--- src/hw/rtl/bea_pkg.sv ---
// ----------------------------------------------------------------------------
// bea_pkg: shared types and constants for the bitmap entry allocator
// Sizes of the bitmap, field widths, status and kind codes, and the
// structs passed between the sequencer, the bitmap RAM and the row scanner.
// ----------------------------------------------------------------------------
package bea_pkg;

    // Bitmap geometry: one RAM row holds eight entries
    localparam int ENTRIES  = 256;
    localparam int ROW_BITS = 8;
    localparam int BIT_W    = $clog2(ROW_BITS);
    localparam int ROWS     = ENTRIES / ROW_BITS;
    localparam int ROW_W    = (ROWS > 1) ? $clog2(ROWS) : 1;
    localparam int ENT_W    = ROW_W + BIT_W;

    // Field widths of the request and result
    localparam int IDX_W    = 9;
    localparam int USABLE_W = 9;
    localparam int STAT_W   = 2;
    localparam int GRANT_W  = 8;
    localparam int CNT_W    = 9;

    // Width used for limit and range compares
    localparam int CMP_W = (ENT_W + 1 > USABLE_W) ? ENT_W + 1 : USABLE_W;

    // Stream payload widths
    localparam int S_DATA_W = 16;
    localparam int M_DATA_W = 24;

    localparam logic [USABLE_W-1:0] USABLE_RST = USABLE_W'(256);

    typedef enum logic {
        KIND_ALLOC = 1'b0,
        KIND_FREE  = 1'b1
    } t_kind;

    typedef enum logic [STAT_W-1:0] {
        STAT_OK    = 2'd0,
        STAT_FULL  = 2'd1,
        STAT_RANGE = 2'd2
    } t_status;

    typedef enum logic [1:0] {
        ST_IDLE,
        ST_SCAN,
        ST_FREE,
        ST_DONE
    } t_state;

    // Access to the bitmap RAM
    typedef struct packed {
        logic                rd_en;
        logic [ROW_W-1:0]    rd_row;
        logic                wr_en;
        logic [ROW_W-1:0]    wr_row;
        logic [ROW_BITS-1:0] wr_data;
    } t_ram_req;

    // Outcome of checking one row for a free entry
    typedef struct packed {
        logic             found;
        logic [BIT_W-1:0] bit_pos;
        logic             last;
    } t_scan_res;

endpackage

--- src/hw/rtl/bitmap_entry_allocator.sv ---
// ----------------------------------------------------------------------------
// bitmap_entry_allocator: first-fit allocator over a 256-entry bitmap
// Allocate requests take the lowest free entry below the usable limit,
// free requests release a named entry; each request returns one result.
// ----------------------------------------------------------------------------
// Channel   Dir  Handshake           Payload
// s         in   i_s_tvalid/o_s_tready  tuser: kind; tdata: entry_index
// m         out  o_m_tvalid/i_m_tready  tdata: status, granted_index, used_count
// cfg       in   i_cfg_we (no wait)     i_cfg_wdata: usable_entries
//
// An allocate scans the bitmap reading one eight-entry row per cycle from
// the RAM read port and stops at the first free entry or at the last row
// below the limit. A free reads its row, writes it back modified and then
// returns its result; an out-of-range free goes straight to the result.
// The bitmap reads as all free right after reset; no clearing pass.
// A result waits in the output register while the next request is taken;
// a new result stalls in the sequencer until that register is taken.
// ----------------------------------------------------------------------------
module bitmap_entry_allocator (
    input  logic                             i_clk,
    input  logic                             i_rst_n,
    // request stream
    input  logic                             i_s_tvalid,
    output logic                             o_s_tready,
    input  logic [bea_pkg::S_DATA_W-1:0]     i_s_tdata,   // [8:0] entry_index
    input  logic                             i_s_tuser,   // [0] kind
    // result stream
    output logic                             o_m_tvalid,
    input  logic                             i_m_tready,
    output logic [bea_pkg::M_DATA_W-1:0]     o_m_tdata,   // [1:0] status,
                                                          // [9:2] granted_index,
                                                          // [18:10] used_count
    // usable_entries register
    input  logic                             i_cfg_we,
    input  logic [bea_pkg::USABLE_W-1:0]     i_cfg_wdata
);

    bea_pkg::t_ram_req            ram_req;
    bea_pkg::t_scan_res           scan_res;
    logic [bea_pkg::ROW_BITS-1:0] rd_data;
    logic [bea_pkg::ROW_W-1:0]    scan_row;
    logic [bea_pkg::USABLE_W-1:0] usable;

    // Sequencer
    bea_seq u_seq (
        .i_clk         (i_clk),
        .i_rst_n       (i_rst_n),
        .i_req_valid   (i_s_tvalid),
        .o_req_ready   (o_s_tready),
        .i_kind        (i_s_tuser),
        .i_entry_index (i_s_tdata[bea_pkg::IDX_W-1:0]),
        .o_res_valid   (o_m_tvalid),
        .i_res_ready   (i_m_tready),
        .o_res_data    (o_m_tdata),
        .i_cfg_we      (i_cfg_we),
        .i_cfg_wdata   (i_cfg_wdata),
        .o_ram_req     (ram_req),
        .i_rd_data     (rd_data),
        .o_scan_row    (scan_row),
        .o_usable      (usable),
        .i_scan        (scan_res)
    );

    // Bitmap storage
    bea_map_ram u_map_ram (
        .i_clk     (i_clk),
        .i_rst_n   (i_rst_n),
        .i_req     (ram_req),
        .o_rd_data (rd_data)
    );

    // Find-first-free unit
    bea_row_scan u_row_scan (
        .i_row_data (rd_data),
        .i_row      (scan_row),
        .i_usable   (usable),
        .o_res      (scan_res)
    );

endmodule

--- src/hw/rtl/bea_map_ram.sv ---
// ----------------------------------------------------------------------------
// bea_map_ram: allocation bitmap storage
// One row of eight entries written and one row read per cycle, read data
// registered. Per-row valid bits cleared at reset make every row read as
// all free until it is first written.
// ----------------------------------------------------------------------------
module bea_map_ram (
    input  logic                             i_clk,
    input  logic                             i_rst_n,
    input  bea_pkg::t_ram_req                i_req,
    output logic [bea_pkg::ROW_BITS-1:0]     o_rd_data
);

    logic [bea_pkg::ROW_BITS-1:0] r_mem [bea_pkg::ROWS];
    logic [bea_pkg::ROWS-1:0]     r_vld;
    logic [bea_pkg::ROW_BITS-1:0] r_rd_data;
    logic                         r_rd_vld;

    // Write row contents, read row registered
    always_ff @(posedge i_clk) begin
        if (i_req.wr_en) begin
            r_mem[i_req.wr_row] <= i_req.wr_data;
        end
        if (i_req.rd_en) begin
            r_rd_data <= r_mem[i_req.rd_row];
        end
    end

    // Track which rows hold written data
    always_ff @(posedge i_clk) begin
        if (!i_rst_n) begin
            r_vld    <= '0;
            r_rd_vld <= 1'b0;
        end else begin
            if (i_req.wr_en) begin
                r_vld[i_req.wr_row] <= 1'b1;
            end
            if (i_req.rd_en) begin
                r_rd_vld <= r_vld[i_req.rd_row];
            end
        end
    end

    // Unwritten rows read as all free
    assign o_rd_data = r_rd_vld ? r_rd_data : '0;

endmodule

--- src/hw/rtl/bea_row_scan.sv ---
// ----------------------------------------------------------------------------
// bea_row_scan: find-first-free unit for one bitmap row
// Masks entries at or above the usable limit, finds the lowest free entry
// in the row and flags the row as the last one worth scanning.
// ----------------------------------------------------------------------------
module bea_row_scan (
    input  logic [bea_pkg::ROW_BITS-1:0] i_row_data,
    input  logic [bea_pkg::ROW_W-1:0]    i_row,
    input  logic [bea_pkg::USABLE_W-1:0] i_usable,
    output bea_pkg::t_scan_res           o_res
);

    logic [bea_pkg::CMP_W-1:0]    eff_limit;
    logic [bea_pkg::CMP_W-1:0]    row_base;
    logic [bea_pkg::ROW_BITS-1:0] usable_mask;
    logic [bea_pkg::ROW_BITS-1:0] free_bits;
    logic [bea_pkg::BIT_W-1:0]    first_pos;

    // Clamp the limit to the bitmap size
    always_comb begin
        if (bea_pkg::CMP_W'(i_usable) > bea_pkg::CMP_W'(bea_pkg::ENTRIES)) begin
            eff_limit = bea_pkg::CMP_W'(bea_pkg::ENTRIES);
        end else begin
            eff_limit = bea_pkg::CMP_W'(i_usable);
        end
    end

    assign row_base = bea_pkg::CMP_W'(i_row) << bea_pkg::BIT_W;

    // Mark entries of this row that lie below the limit
    always_comb begin
        for (int b = 0; b < bea_pkg::ROW_BITS; b++) begin
            usable_mask[b] = (row_base + bea_pkg::CMP_W'(b)) < eff_limit;
        end
    end

    assign free_bits = ~i_row_data & usable_mask;

    // Lowest free entry wins
    always_comb begin
        first_pos = '0;
        for (int b = bea_pkg::ROW_BITS - 1; b >= 0; b--) begin
            if (free_bits[b]) begin
                first_pos = bea_pkg::BIT_W'(b);
            end
        end
    end

    assign o_res.found   = |free_bits;
    assign o_res.bit_pos = first_pos;
    assign o_res.last    = (i_row == bea_pkg::ROW_W'(bea_pkg::ROWS - 1))
                        || ((row_base + bea_pkg::CMP_W'(bea_pkg::ROW_BITS)) >= eff_limit);

endmodule

--- src/hw/rtl/bea_seq.sv ---
// ----------------------------------------------------------------------------
// bea_seq: request sequencer of the bitmap entry allocator
// Walks the bitmap one row per cycle for an allocate, does a read-modify-
// write of one row for a free, keeps the used count and the usable limit,
// and holds the result in an output register.
// ----------------------------------------------------------------------------
module bea_seq (
    input  logic                             i_clk,
    input  logic                             i_rst_n,
    // request side
    input  logic                             i_req_valid,
    output logic                             o_req_ready,
    input  logic                             i_kind,
    input  logic [bea_pkg::IDX_W-1:0]        i_entry_index,
    // result side
    output logic                             o_res_valid,
    input  logic                             i_res_ready,
    output logic [bea_pkg::M_DATA_W-1:0]     o_res_data,
    // limit register
    input  logic                             i_cfg_we,
    input  logic [bea_pkg::USABLE_W-1:0]     i_cfg_wdata,
    // bitmap RAM and row scanner
    output bea_pkg::t_ram_req                o_ram_req,
    input  logic [bea_pkg::ROW_BITS-1:0]     i_rd_data,
    output logic [bea_pkg::ROW_W-1:0]        o_scan_row,
    output logic [bea_pkg::USABLE_W-1:0]     o_usable,
    input  bea_pkg::t_scan_res               i_scan
);

    bea_pkg::t_state              r_state, n_state;
    logic [bea_pkg::ROW_W-1:0]    r_row;
    logic [bea_pkg::BIT_W-1:0]    r_bit;
    bea_pkg::t_status             r_status;
    logic [bea_pkg::GRANT_W-1:0]  r_grant;
    logic [bea_pkg::CNT_W-1:0]    r_used;
    logic [bea_pkg::USABLE_W-1:0] r_usable;
    logic                         r_res_valid;
    logic [bea_pkg::M_DATA_W-1:0] r_res_data;

    logic                         accept;
    logic                         out_free;
    logic                         out_of_range;
    logic [bea_pkg::ROW_W-1:0]    idx_row;
    logic [bea_pkg::ROW_BITS-1:0] scan_set;
    logic [bea_pkg::ROW_BITS-1:0] free_clr;
    logic                         free_hit;

    assign accept       = i_req_valid && o_req_ready;
    assign out_free     = !r_res_valid || i_res_ready;
    assign out_of_range = bea_pkg::CMP_W'(i_entry_index) >= bea_pkg::CMP_W'(bea_pkg::ENTRIES);
    assign idx_row      = bea_pkg::ROW_W'(i_entry_index >> bea_pkg::BIT_W);
    assign scan_set     = bea_pkg::ROW_BITS'(1) << i_scan.bit_pos;
    assign free_clr     = bea_pkg::ROW_BITS'(1) << r_bit;
    assign free_hit     = i_rd_data[r_bit];

    // Next state
    always_comb begin
        n_state = r_state;
        unique case (r_state)
            bea_pkg::ST_IDLE: begin
                if (accept) begin
                    if (i_kind == bea_pkg::KIND_ALLOC) begin
                        n_state = bea_pkg::ST_SCAN;
                    end else if (out_of_range) begin
                        n_state = bea_pkg::ST_DONE;
                    end else begin
                        n_state = bea_pkg::ST_FREE;
                    end
                end
            end
            bea_pkg::ST_SCAN: begin
                if (i_scan.found || i_scan.last) begin
                    n_state = bea_pkg::ST_DONE;
                end
            end
            bea_pkg::ST_FREE: begin
                n_state = bea_pkg::ST_DONE;
            end
            bea_pkg::ST_DONE: begin
                if (out_free) begin
                    n_state = bea_pkg::ST_IDLE;
                end
            end
            default: begin
                n_state = bea_pkg::ST_IDLE;
            end
        endcase
    end

    // Outputs: handshake and RAM access per state
    always_comb begin
        o_req_ready       = 1'b0;
        o_ram_req.rd_en   = 1'b0;
        o_ram_req.rd_row  = '0;
        o_ram_req.wr_en   = 1'b0;
        o_ram_req.wr_row  = r_row;
        o_ram_req.wr_data = i_rd_data;
        unique case (r_state)
            bea_pkg::ST_IDLE: begin
                o_req_ready = 1'b1;
                if (i_req_valid) begin
                    o_ram_req.rd_en  = 1'b1;
                    o_ram_req.rd_row = (i_kind == bea_pkg::KIND_FREE) ? idx_row : '0;
                end
            end
            bea_pkg::ST_SCAN: begin
                // prefetch the next row while checking this one
                o_ram_req.rd_en   = 1'b1;
                o_ram_req.rd_row  = r_row + bea_pkg::ROW_W'(1);
                o_ram_req.wr_en   = i_scan.found;
                o_ram_req.wr_data = i_rd_data | scan_set;
            end
            bea_pkg::ST_FREE: begin
                o_ram_req.wr_en   = free_hit;
                o_ram_req.wr_data = i_rd_data & ~free_clr;
            end
            bea_pkg::ST_DONE: begin
                o_req_ready = 1'b0;
            end
            default: begin
                o_req_ready = 1'b0;
            end
        endcase
    end

    // Control registers: state, count, limit, output valid
    always_ff @(posedge i_clk) begin
        if (!i_rst_n) begin
            r_state     <= bea_pkg::ST_IDLE;
            r_used      <= '0;
            r_usable    <= bea_pkg::USABLE_RST;
            r_res_valid <= 1'b0;
        end else begin
            r_state <= n_state;
            if (i_cfg_we) begin
                r_usable <= i_cfg_wdata;
            end
            if (r_state == bea_pkg::ST_SCAN && i_scan.found) begin
                r_used <= r_used + bea_pkg::CNT_W'(1);
            end else if (r_state == bea_pkg::ST_FREE && free_hit) begin
                r_used <= r_used - bea_pkg::CNT_W'(1);
            end
            if (r_state == bea_pkg::ST_DONE && out_free) begin
                r_res_valid <= 1'b1;
            end else if (i_res_ready) begin
                r_res_valid <= 1'b0;
            end
        end
    end

    // Working registers of the current request and the result payload
    always_ff @(posedge i_clk) begin
        if (accept) begin
            r_row    <= (i_kind == bea_pkg::KIND_FREE) ? idx_row : '0;
            r_bit    <= i_entry_index[bea_pkg::BIT_W-1:0];
            r_status <= (i_kind == bea_pkg::KIND_FREE && out_of_range)
                      ? bea_pkg::STAT_RANGE : bea_pkg::STAT_OK;
            r_grant  <= '0;
        end else if (r_state == bea_pkg::ST_SCAN) begin
            if (i_scan.found) begin
                r_grant <= bea_pkg::GRANT_W'({r_row, i_scan.bit_pos});
            end else if (i_scan.last) begin
                r_status <= bea_pkg::STAT_FULL;
            end
            r_row <= r_row + bea_pkg::ROW_W'(1);
        end
        if (r_state == bea_pkg::ST_DONE && out_free) begin
            r_res_data <= bea_pkg::M_DATA_W'({r_used, r_grant, r_status});
        end
    end

    assign o_res_valid = r_res_valid;
    assign o_res_data  = r_res_data;
    assign o_scan_row  = r_row;
    assign o_usable    = r_usable;

endmodule

--- config.mk ---
export PLATFORM = sky130hd
export DESIGN_NAME = bitmap_entry_allocator
export DESIGN_NICKNAME = d
export VERILOG_FILES = /design/src/hw/rtl/bea_pkg.sv /design/src/hw/rtl/bitmap_entry_allocator.sv /design/src/hw/rtl/bea_map_ram.sv /design/src/hw/rtl/bea_row_scan.sv /design/src/hw/rtl/bea_seq.sv
export SDC_FILE = /design/constraint.sdc
export NUM_CORES = 1
export LEC_CHECK = 0
export BUFFER_PORTS_ARGS = -buffer_cell sky130_fd_sc_hd__clkbuf_2
export CAP_MARGIN = 40
export CORE_AREA = 2 2 146 205
export DETAILED_ROUTE_END_ITERATION = 6
export DIE_AREA = 0 0 148 207
export GPL_TIMING_DRIVEN = 0
export PLACE_DENSITY = 0.71
export SLEW_MARGIN = 20
export SYNTH_ARGS = -nofsm -noshare
export SYNTH_HDL_FRONTEND = slang
export SYNTH_SLANG_ARGS = --single-unit
--- constraint.sdc ---
create_clock -name i_clk -period 11.2 [get_ports i_clk]
set_input_delay 0.56 -clock i_clk [delete_from_list [all_inputs] [get_ports i_clk]]
set_output_delay 0.56 -clock i_clk [all_outputs]
set_load 0.005 [all_outputs]
## Yosys cells after proc, flatten, opt, wreduce, memory -nomap -nowiden

Memory sizes are Yosys's and may differ from the RTL's. A register that Yosys moved wholly into a read port is not among the register bits.
Index checks and enable logic that the tools add are counted.

| storage, ports and cells | value |
|---|---|
| RAM bits | 256 |
| bits of input ports | 31 |
| register bits after elaboration | 91 |
| memories kept | 1 |
| word-level logic and storage cells | 114 |
| output and inout bits | 26 |

Memory list:

| name | words | width | read ports | clocked after memory_dff | wr ports | line | RTL |
|---|---|---|---|---|---|---|---|
| u_map_ram.r_mem | 32 | 8 | 1 | 1 | 1 | bea_map_ram.sv:14 | `logic [bea_pkg::ROW_BITS-1:0] r_mem [bea_pkg::ROWS];` |

| cells by class | value |
|---|---|
| add/sub/neg operators | 11 |
| bitwise operators | 6 |
| equality and inequality tests | 8 |
| reductions and logical operators | 19 |
| multiplexer cells | 41 |
| shift-type cells | 2 |
| magnitude comparators | 15 |

Operators by type and width:

| kind | count |
|---|---|
| 9-bit < comparator | 7 |
| 8-bit by 3-bit adder with 9-bit output (second input constant) | 4 |
| 32-bit OR | 1 |
| 9-bit 2-to-1 mux | 3 |
| 3-bit 2-to-1 mux | 8 |
| 8-bit by 2-bit adder with 9-bit output (second input constant) | 2 |
| 2-bit 2-to-1 mux | 9 |
| 8-bit AND | 2 |
| 8-bit inverter | 2 |
| 8-bit case mux with 2 select lines | 1 |
| 1-bit by 3-bit left shift with 8-bit output (first input constant) | 2 |
| 5-bit 2-to-1 mux | 3 |
| 5-bit by 6-bit < comparator with 1-bit output (second input constant) | 2 |
| 6-bit case mux with 2 select lines | 1 |
| 8-bit by 1-bit adder with 9-bit output (second input constant) | 1 |
| 8-bit by 4-bit adder with 9-bit output (second input constant) | 1 |
| 9-bit by 1-bit adder with 9-bit output (second input constant) | 1 |
| 9-bit greater-or-equal comparator | 1 |
| 9-bit greater-or-equal comparator (second input constant) | 1 |
| 9-bit greater-than comparator (second input constant) | 1 |
| 8-bit by 9-bit < comparator with 1-bit output | 1 |
| 1-bit 2-to-1 mux | 9 |
| 9-bit by 1-bit subtractor with 9-bit output (second input constant) | 1 |
| 8-bit 2-to-1 mux | 1 |
| other kinds (23) | 37 |

## Longest topological paths before layout

| logic depth | value |
|---|---|
| word-level depth | 15 |
| depth in mapped cells | 19 |
| depth with buffers taken out | 17 |

## Hierarchy

From an unflattened synthesis, not the netlist that was laid out.

| unflattened totals | value |
|---|---|
| cell total of the unflattened synthesis | 922 |
| area total of the unflattened synthesis | 14,974.4 µm² |

Modules (own cells, without submodules):

| module | times used | area an instance (µm²) | sequential area each (µm²) | cells each |
|---|---|---|---|---|
| bea_map_ram | 1 | 11,413.4 | 8,588.2 | 538 |
| bea_seq | 1 | 2,882.8 | 1,451.4 | 293 |
| bea_row_scan | 1 | 678.2 | 0.0 | 91 |

## Worst setup path after synthesis

No wires, ideal clock.

| path | value |
|---|---|
| path type | register to register |
| start point | register u_seq.r_usable (netlist bit u_seq.o_usable[8]) |
| end point | memory u_map_ram.r_mem[0][3] in the netlist's numbering, data pin |
| slack | 7,422 ps |
| stages on the path, launching flop included | 12 |
| setup time | 380 ps |
| clock period less this slack | 3,778 ps |
| buffers on the path | 1 |
| arrival time | 3,397 ps |
| data required time | 10,820 ps |
| cell sequence | dfxtp_1 > buf_6 > inv_1 > nand2_1 > ha_1 > a21oi_1 > o22ai_1 > a221oi_1 > a21bo_2 > a22oi_2 > or3b_1 > o22ai_1 |

RTL lines:

| what | line | RTL |
|---|---|---|
| from (decl) | bea_seq.sv:36 | `logic [bea_pkg::USABLE_W-1:0] r_usable;` |
| from (signal assigned) | bea_seq.sv:131 | `r_usable <= bea_pkg::USABLE_RST;` |
| from (signal assigned) | bea_seq.sv:136 | `r_usable <= i_cfg_wdata;` |
| to (decl) | bea_map_ram.sv:14 |  |

## Worst setup path after layout

| path | value |
|---|---|
| start point | register u_seq.r_usable (netlist bit u_seq.o_usable[8]) |
| end point | register u_seq.r_used[7] in the netlist's numbering |

| between the ends | value |
|---|---|
| longest elaborated chain between the ends | 7 |
| elaborated cells between the ends (all ways) | 15 |
| classes of those cells | order compare: 9; mux: 2; bitwise: 1; reduce/logical: 3 |

RTL lines:

| what | line | RTL |
|---|---|---|
| 9-bit greater-than comparator | bea_row_scan.sv:21 | `if (bea_pkg::CMP_W'(i_usable) > bea_pkg::CMP_W'(bea_pkg::ENTRIES)) begin` |
| 9-bit 2-to-1 mux (*) | bea_row_scan.sv:21 |  |
| 8-bit by 9-bit < comparator with 1-bit output / 9-bit < comparator (equally long branches) | bea_row_scan.sv:33 | `usable_mask[b] = (row_base + bea_pkg::CMP_W'(b)) < eff_limit;` |
| 8-bit AND (*) | bea_row_scan.sv:37 | `assign free_bits = ~i_row_data & usable_mask;` |
| 8-bit OR reduction (*) | bea_row_scan.sv:49 | `assign o_res.found = \|free_bits;` |
| 1-bit logical AND (*) | bea_seq.sv:138 | `if (r_state == bea_pkg::ST_SCAN && i_scan.found) begin` |
| 9-bit 2-to-1 mux / 2-bit nonzero test (equally long branches) | n/a |  |
| to (signal assigned) | bea_seq.sv:139 | `r_used <= r_used + bea_pkg::CNT_W'(1);` |
| to (signal assigned) | bea_seq.sv:141 | `r_used <= r_used - bea_pkg::CNT_W'(1);` |
| to (decl) | bea_seq.sv:35 | `logic [bea_pkg::CNT_W-1:0] r_used;` |

Mark *: on every way between the ends. The rest lies on a longest branch, timed or not.
A chain may end at the register's enable or synchronous reset.

==> flow_metrics.py <==
metrics = {
    "status": {
        "run_status": "finished clean",
    },
    "grt": {
        "grt_usage_pct": 28.4,
        "grt_overflow_total": 0,
        "antenna_found_initial": 0,
        "first_pass_grt_wire_length_um": 65000,
        "largest_net_degree_at_the_start_of_global_routing": 29,
        "first_global_vias": 11068,
    },
    "floorplanning": {
        "io_count": 57,
        "die_y_um": 207,
        "design.core.area_mm2": 0.0289,
        "fp.dieArea_mm2": 0.0306,
        "starting_density_of_the_core_pct": 54.1,
        "row_count": 74,
        "chipWidth_um": 148,
    },
    "power_and_ir_drop": {
        "irDropWorstVdd_mv": 0.125,
        "static-leakage-power_uw": 0.00644,
        "power.total_uw": 4860,
        "cellPowerDensity_mw_per_mm2": 273,
    },
    "placed_design": {
        "post_dp_cell_area_mm2": 0.0167,
        "pre_cts_slack_ns": 6.62,
        "buffer_ports.inserted": 43,
        "final_estimated_routing_congestion_in_global_placement": 0.941,
        "hpwl_um": 30700,
    },
    "final_layout": {
        "insertedDiodeCount": 0,
        "final_design_area_no_fill_mm2": 0.0178,
        "drive_gt1_share_pct": 11.2,
        "final_nets": 1433,
        "area_delta_synth_final_pct": 14.1,
    },
    "sta": {
        "grt_setup_unrepaired": "no",
        "final_worst_clock_skew_ns": 0.0394,
        "finalCriticalPeriod_ns": 4.64,
        "finalWorstSetupSlack_ns": 6.56,
        "maxSlewHeadroom_pct": 30.4,
        "timing.setup.tns_ns": 0,
        "min_period_over_period_pct": 41.4,
        "finalHoldViolCount": 0,
        "slew_violations": 0,
        "max_freq_mhz": 216,
        "timing.final.setup_violations": 0,
        "worst_slew_pin_slew_ns": 1.04,
    },
    "clock_network": {
        "clock_tree.htree_level_count": 2,
        "cts.sinks": 355,
        "cts_repair_resize_count": 0,
        "number_of_buffers_inserted_to_repair_setup_after_cts": 0,
        "clock_insertion_delay_worst_skew_ns": 0.56,
        "clock_path_buffers": 3,
        "cts.root.buffer_cell": "sky130_fd_sc_hd__clkbuf_16",
        "clk_transition_reported_paths_ns": 0.06,
        "tritoncts": "yes",
        "cts_hold_buffers": 0,
        "cts_buffers": 35,
    },
    "synth": {
        "postSynth.topFlopCell": "sky130_fd_sc_hd__edfxtp_1",
        "synth_top_cells_by_area": "sky130_fd_sc_hd__edfxtp_1 56%, sky130_fd_sc_hd__dfxtp_1 7.9%, sky130_fd_sc_hd__nand2_1 5.7%, sky130_fd_sc_hd__and3_1 3.1%, sky130_fd_sc_hd__a311oi_1 2.7%",
        "synth_largest_area_cell": "sky130_fd_sc_hd__edfxtp_1",
        "synth_cell_types": 66,
        "ys_async_sr_fraction_pct": 0,
        "synth.cell_area_mm2": 0.0156,
        "synth-xor-area-share_pct": 0.504,
        "synth_edf_count": 293,
        "synth_cells": 1276,
        "ys.warnings.count": 0,
        "postSynthAreaPerCell_um2": 12.2,
        "postSynthRegisterBits": 355,
        "synth_simple_gate_area_share_pct": 14.5,
        "synth_top_family_by_area": "simple AND/OR/NAND/NOR gates",
        "post_synth_mux_area_share_pct": 2.29,
        "synthDominantCellAreaShare_pct": 56.3,
        "yosys.area_share.adder_pct": 2.37,
        "yosysSeqAreaShare_pct": 64.3,
        "synth_compound_gate_area_share_pct": 12.6,
    },
    "worst_setup_path": {
        "cp.buffers_inverters": 4,
        "critPathMaxFanout": 10,
        "cp_top_family": "compound AO/OA/AOI/OAI gates",
        "worst_setup_path_start_kind": "flip-flop",
        "longest_individual_stage_delay_on_the_worst_path_ns": 0.52,
        "worst_endpoint_required_time_ns": 11.66,
        "setup.worst_path.class": "reg -> reg",
        "end_kind": "flip-flop",
        "crit_path_cell_trace": "buf_6 -> inv_1 -> nand2_1 -> ha_1 -> a21oi_1 -> o22ai_1 -> a221oi_1 -> a32oi_1 -> nand2_1 -> buf_2 -> inv_1 -> ha_1 -> a21o_1 -> a21oi_1 -> o21ai_0 -> o41ai_1 -> xnor2_1 -> mux2i_1 -> nor2b_1",
        "crit_arrival_ns": 5.10,
        "cell_at_the_slowest_stage_of_the_critical_path": "sky130_fd_sc_hd__a221oi_1",
    },
    "hold_path": {
        "min_path_type": "in -> reg",
    },
    "run": {
        "max_cap_viol_count": 0,
    },
    "routing": {
        "wl_per_cell_um": 24.5,
        "ant_nets": 0,
        "routed-via-count": 11131,
        "first_iter_violations": 1050,
        "drc_violation_count_after_routing": 0,
        "dr_vias_cell": 6.26,
        "routed_wirelength_um": 43500,
        "drt-pass1-iter-count": 5,
    },
}
stage by stage:
stage / instances / utilization, % / hold slack, ns
6_report: 1777 / 61.7 / 0.222
5_1_grt: 1777 / 61.7 / 0.207
4_1_cts: 1775 / 61.7 / 0.206
3_5_place_dp: 1714 / 57.8 / 0.407
3_3_place_gp: 1703 / 56.5 / 0.404
2_1_floorplan: 1280 / - / 0.400
worst paths after layout:
check / from / end / slack [ns] / depth (start not counted)
max: u_seq.o_usable[8] / u_seq.r_used[7] / 6.56 / 19
min: i_s_tdata[1] / u_seq.r_bit[1] / 0.22 / 1
max reg2reg: u_seq.o_usable[8] / u_seq.r_used[7] / 6.56 / 19
min reg2reg: u_seq.r_status[0] / u_seq.o_res_data[0] / 0.43 / 0
layout by cell type, fill, tap and decap left out, drive strengths merged, types with 5 or more instances in the layout:
master and n:
and3 77, nor3 16, o21ai 9, inv 21, nand2 239, ha 28, clkinv 9, dfxtp 62
o22ai 10, clkbuf 153, nor2b 20, nand3 58, edfxtp 293, nor2 23, a32o 35, conb 5
a21oi 34, mux2i 29, a21o 9, buf 52, xnor2 7, a211oi 52, a31oi 21, and2 11
a311oi 48, a22o 7
synth_stat cells (20+ instances only):
| cell | n |
|---|---|
| sky130_fd_sc_hd__a211oi_1 | 52 |
| sky130_fd_sc_hd__a21oi_1 | 34 |
| sky130_fd_sc_hd__a311oi_1 | 48 |
| sky130_fd_sc_hd__a31oi_1 | 21 |
| sky130_fd_sc_hd__a32o_1 | 35 |
| sky130_fd_sc_hd__and3_1 | 77 |
| sky130_fd_sc_hd__clkbuf_1 | 63 |
| sky130_fd_sc_hd__dfxtp_1 | 62 |
| sky130_fd_sc_hd__edfxtp_1 | 293 |
| sky130_fd_sc_hd__ha_1 | 28 |
| sky130_fd_sc_hd__mux2i_1 | 29 |
| sky130_fd_sc_hd__nand2_1 | 239 |
| sky130_fd_sc_hd__nand3_1 | 58 |
| sky130_fd_sc_hd__nor2_1 | 23 |
| sky130_fd_sc_hd__nor2b_1 | 20 |
registers in the layout, indices dropped and copies added (netlist names), 5 cells and up:
register,count
u_seq.o_usable,9
u_seq.r_grant,8
u_map_ram.r_mem,256
u_seq.r_used,9
u_map_ram.r_rd_data,8
u_map_ram.r_vld,32
u_seq.o_scan_row,5
u_seq.o_res_data,19
final cells by class:
cell class              count  area (µm²)
multi-input cells         804        5180
fillers                  2334       11100
repair buffers             56         473
clock buffers              46         970
plain buffers             103         474
flip-flops and latches    355       10000
inverters                  18        67.6
clock inverters            15         144
well taps                 380         475
logic make-up after synthesis:
| group | count (synthesis) |
|---|---|
| simple gates | 471 |
| fa+ha+maj | 29 |
| compound gates | 257 |
| flops | 355 |
| buf+inv | 121 |
| other cells | 1 |
| mux | 33 |
| xor+xnor | 9 |
power breakdown:
| group | internal [µW] | leakage, µW | switching [µW] |
|---|---|---|---|
| sequential | 1640 | 0.00321 | 69.7 |
| combinational | 652 | 0.00269 | 1340 |
| clock | 661 | 0.000544 | 501 |
per-layer routing:
metal / global-route usage (%) / vias up / wire [µm]
met1: 31.4 / 5338 / 15000
met5: 0 / - / 0
li1: - / 5050 / -
met2: 48.8 / 558 / 21900
met3: 4.76 / 185 / 2880
met4: 20.9 / 0 / 3690
No activity file was read; power rests on OpenSTA's default activity.
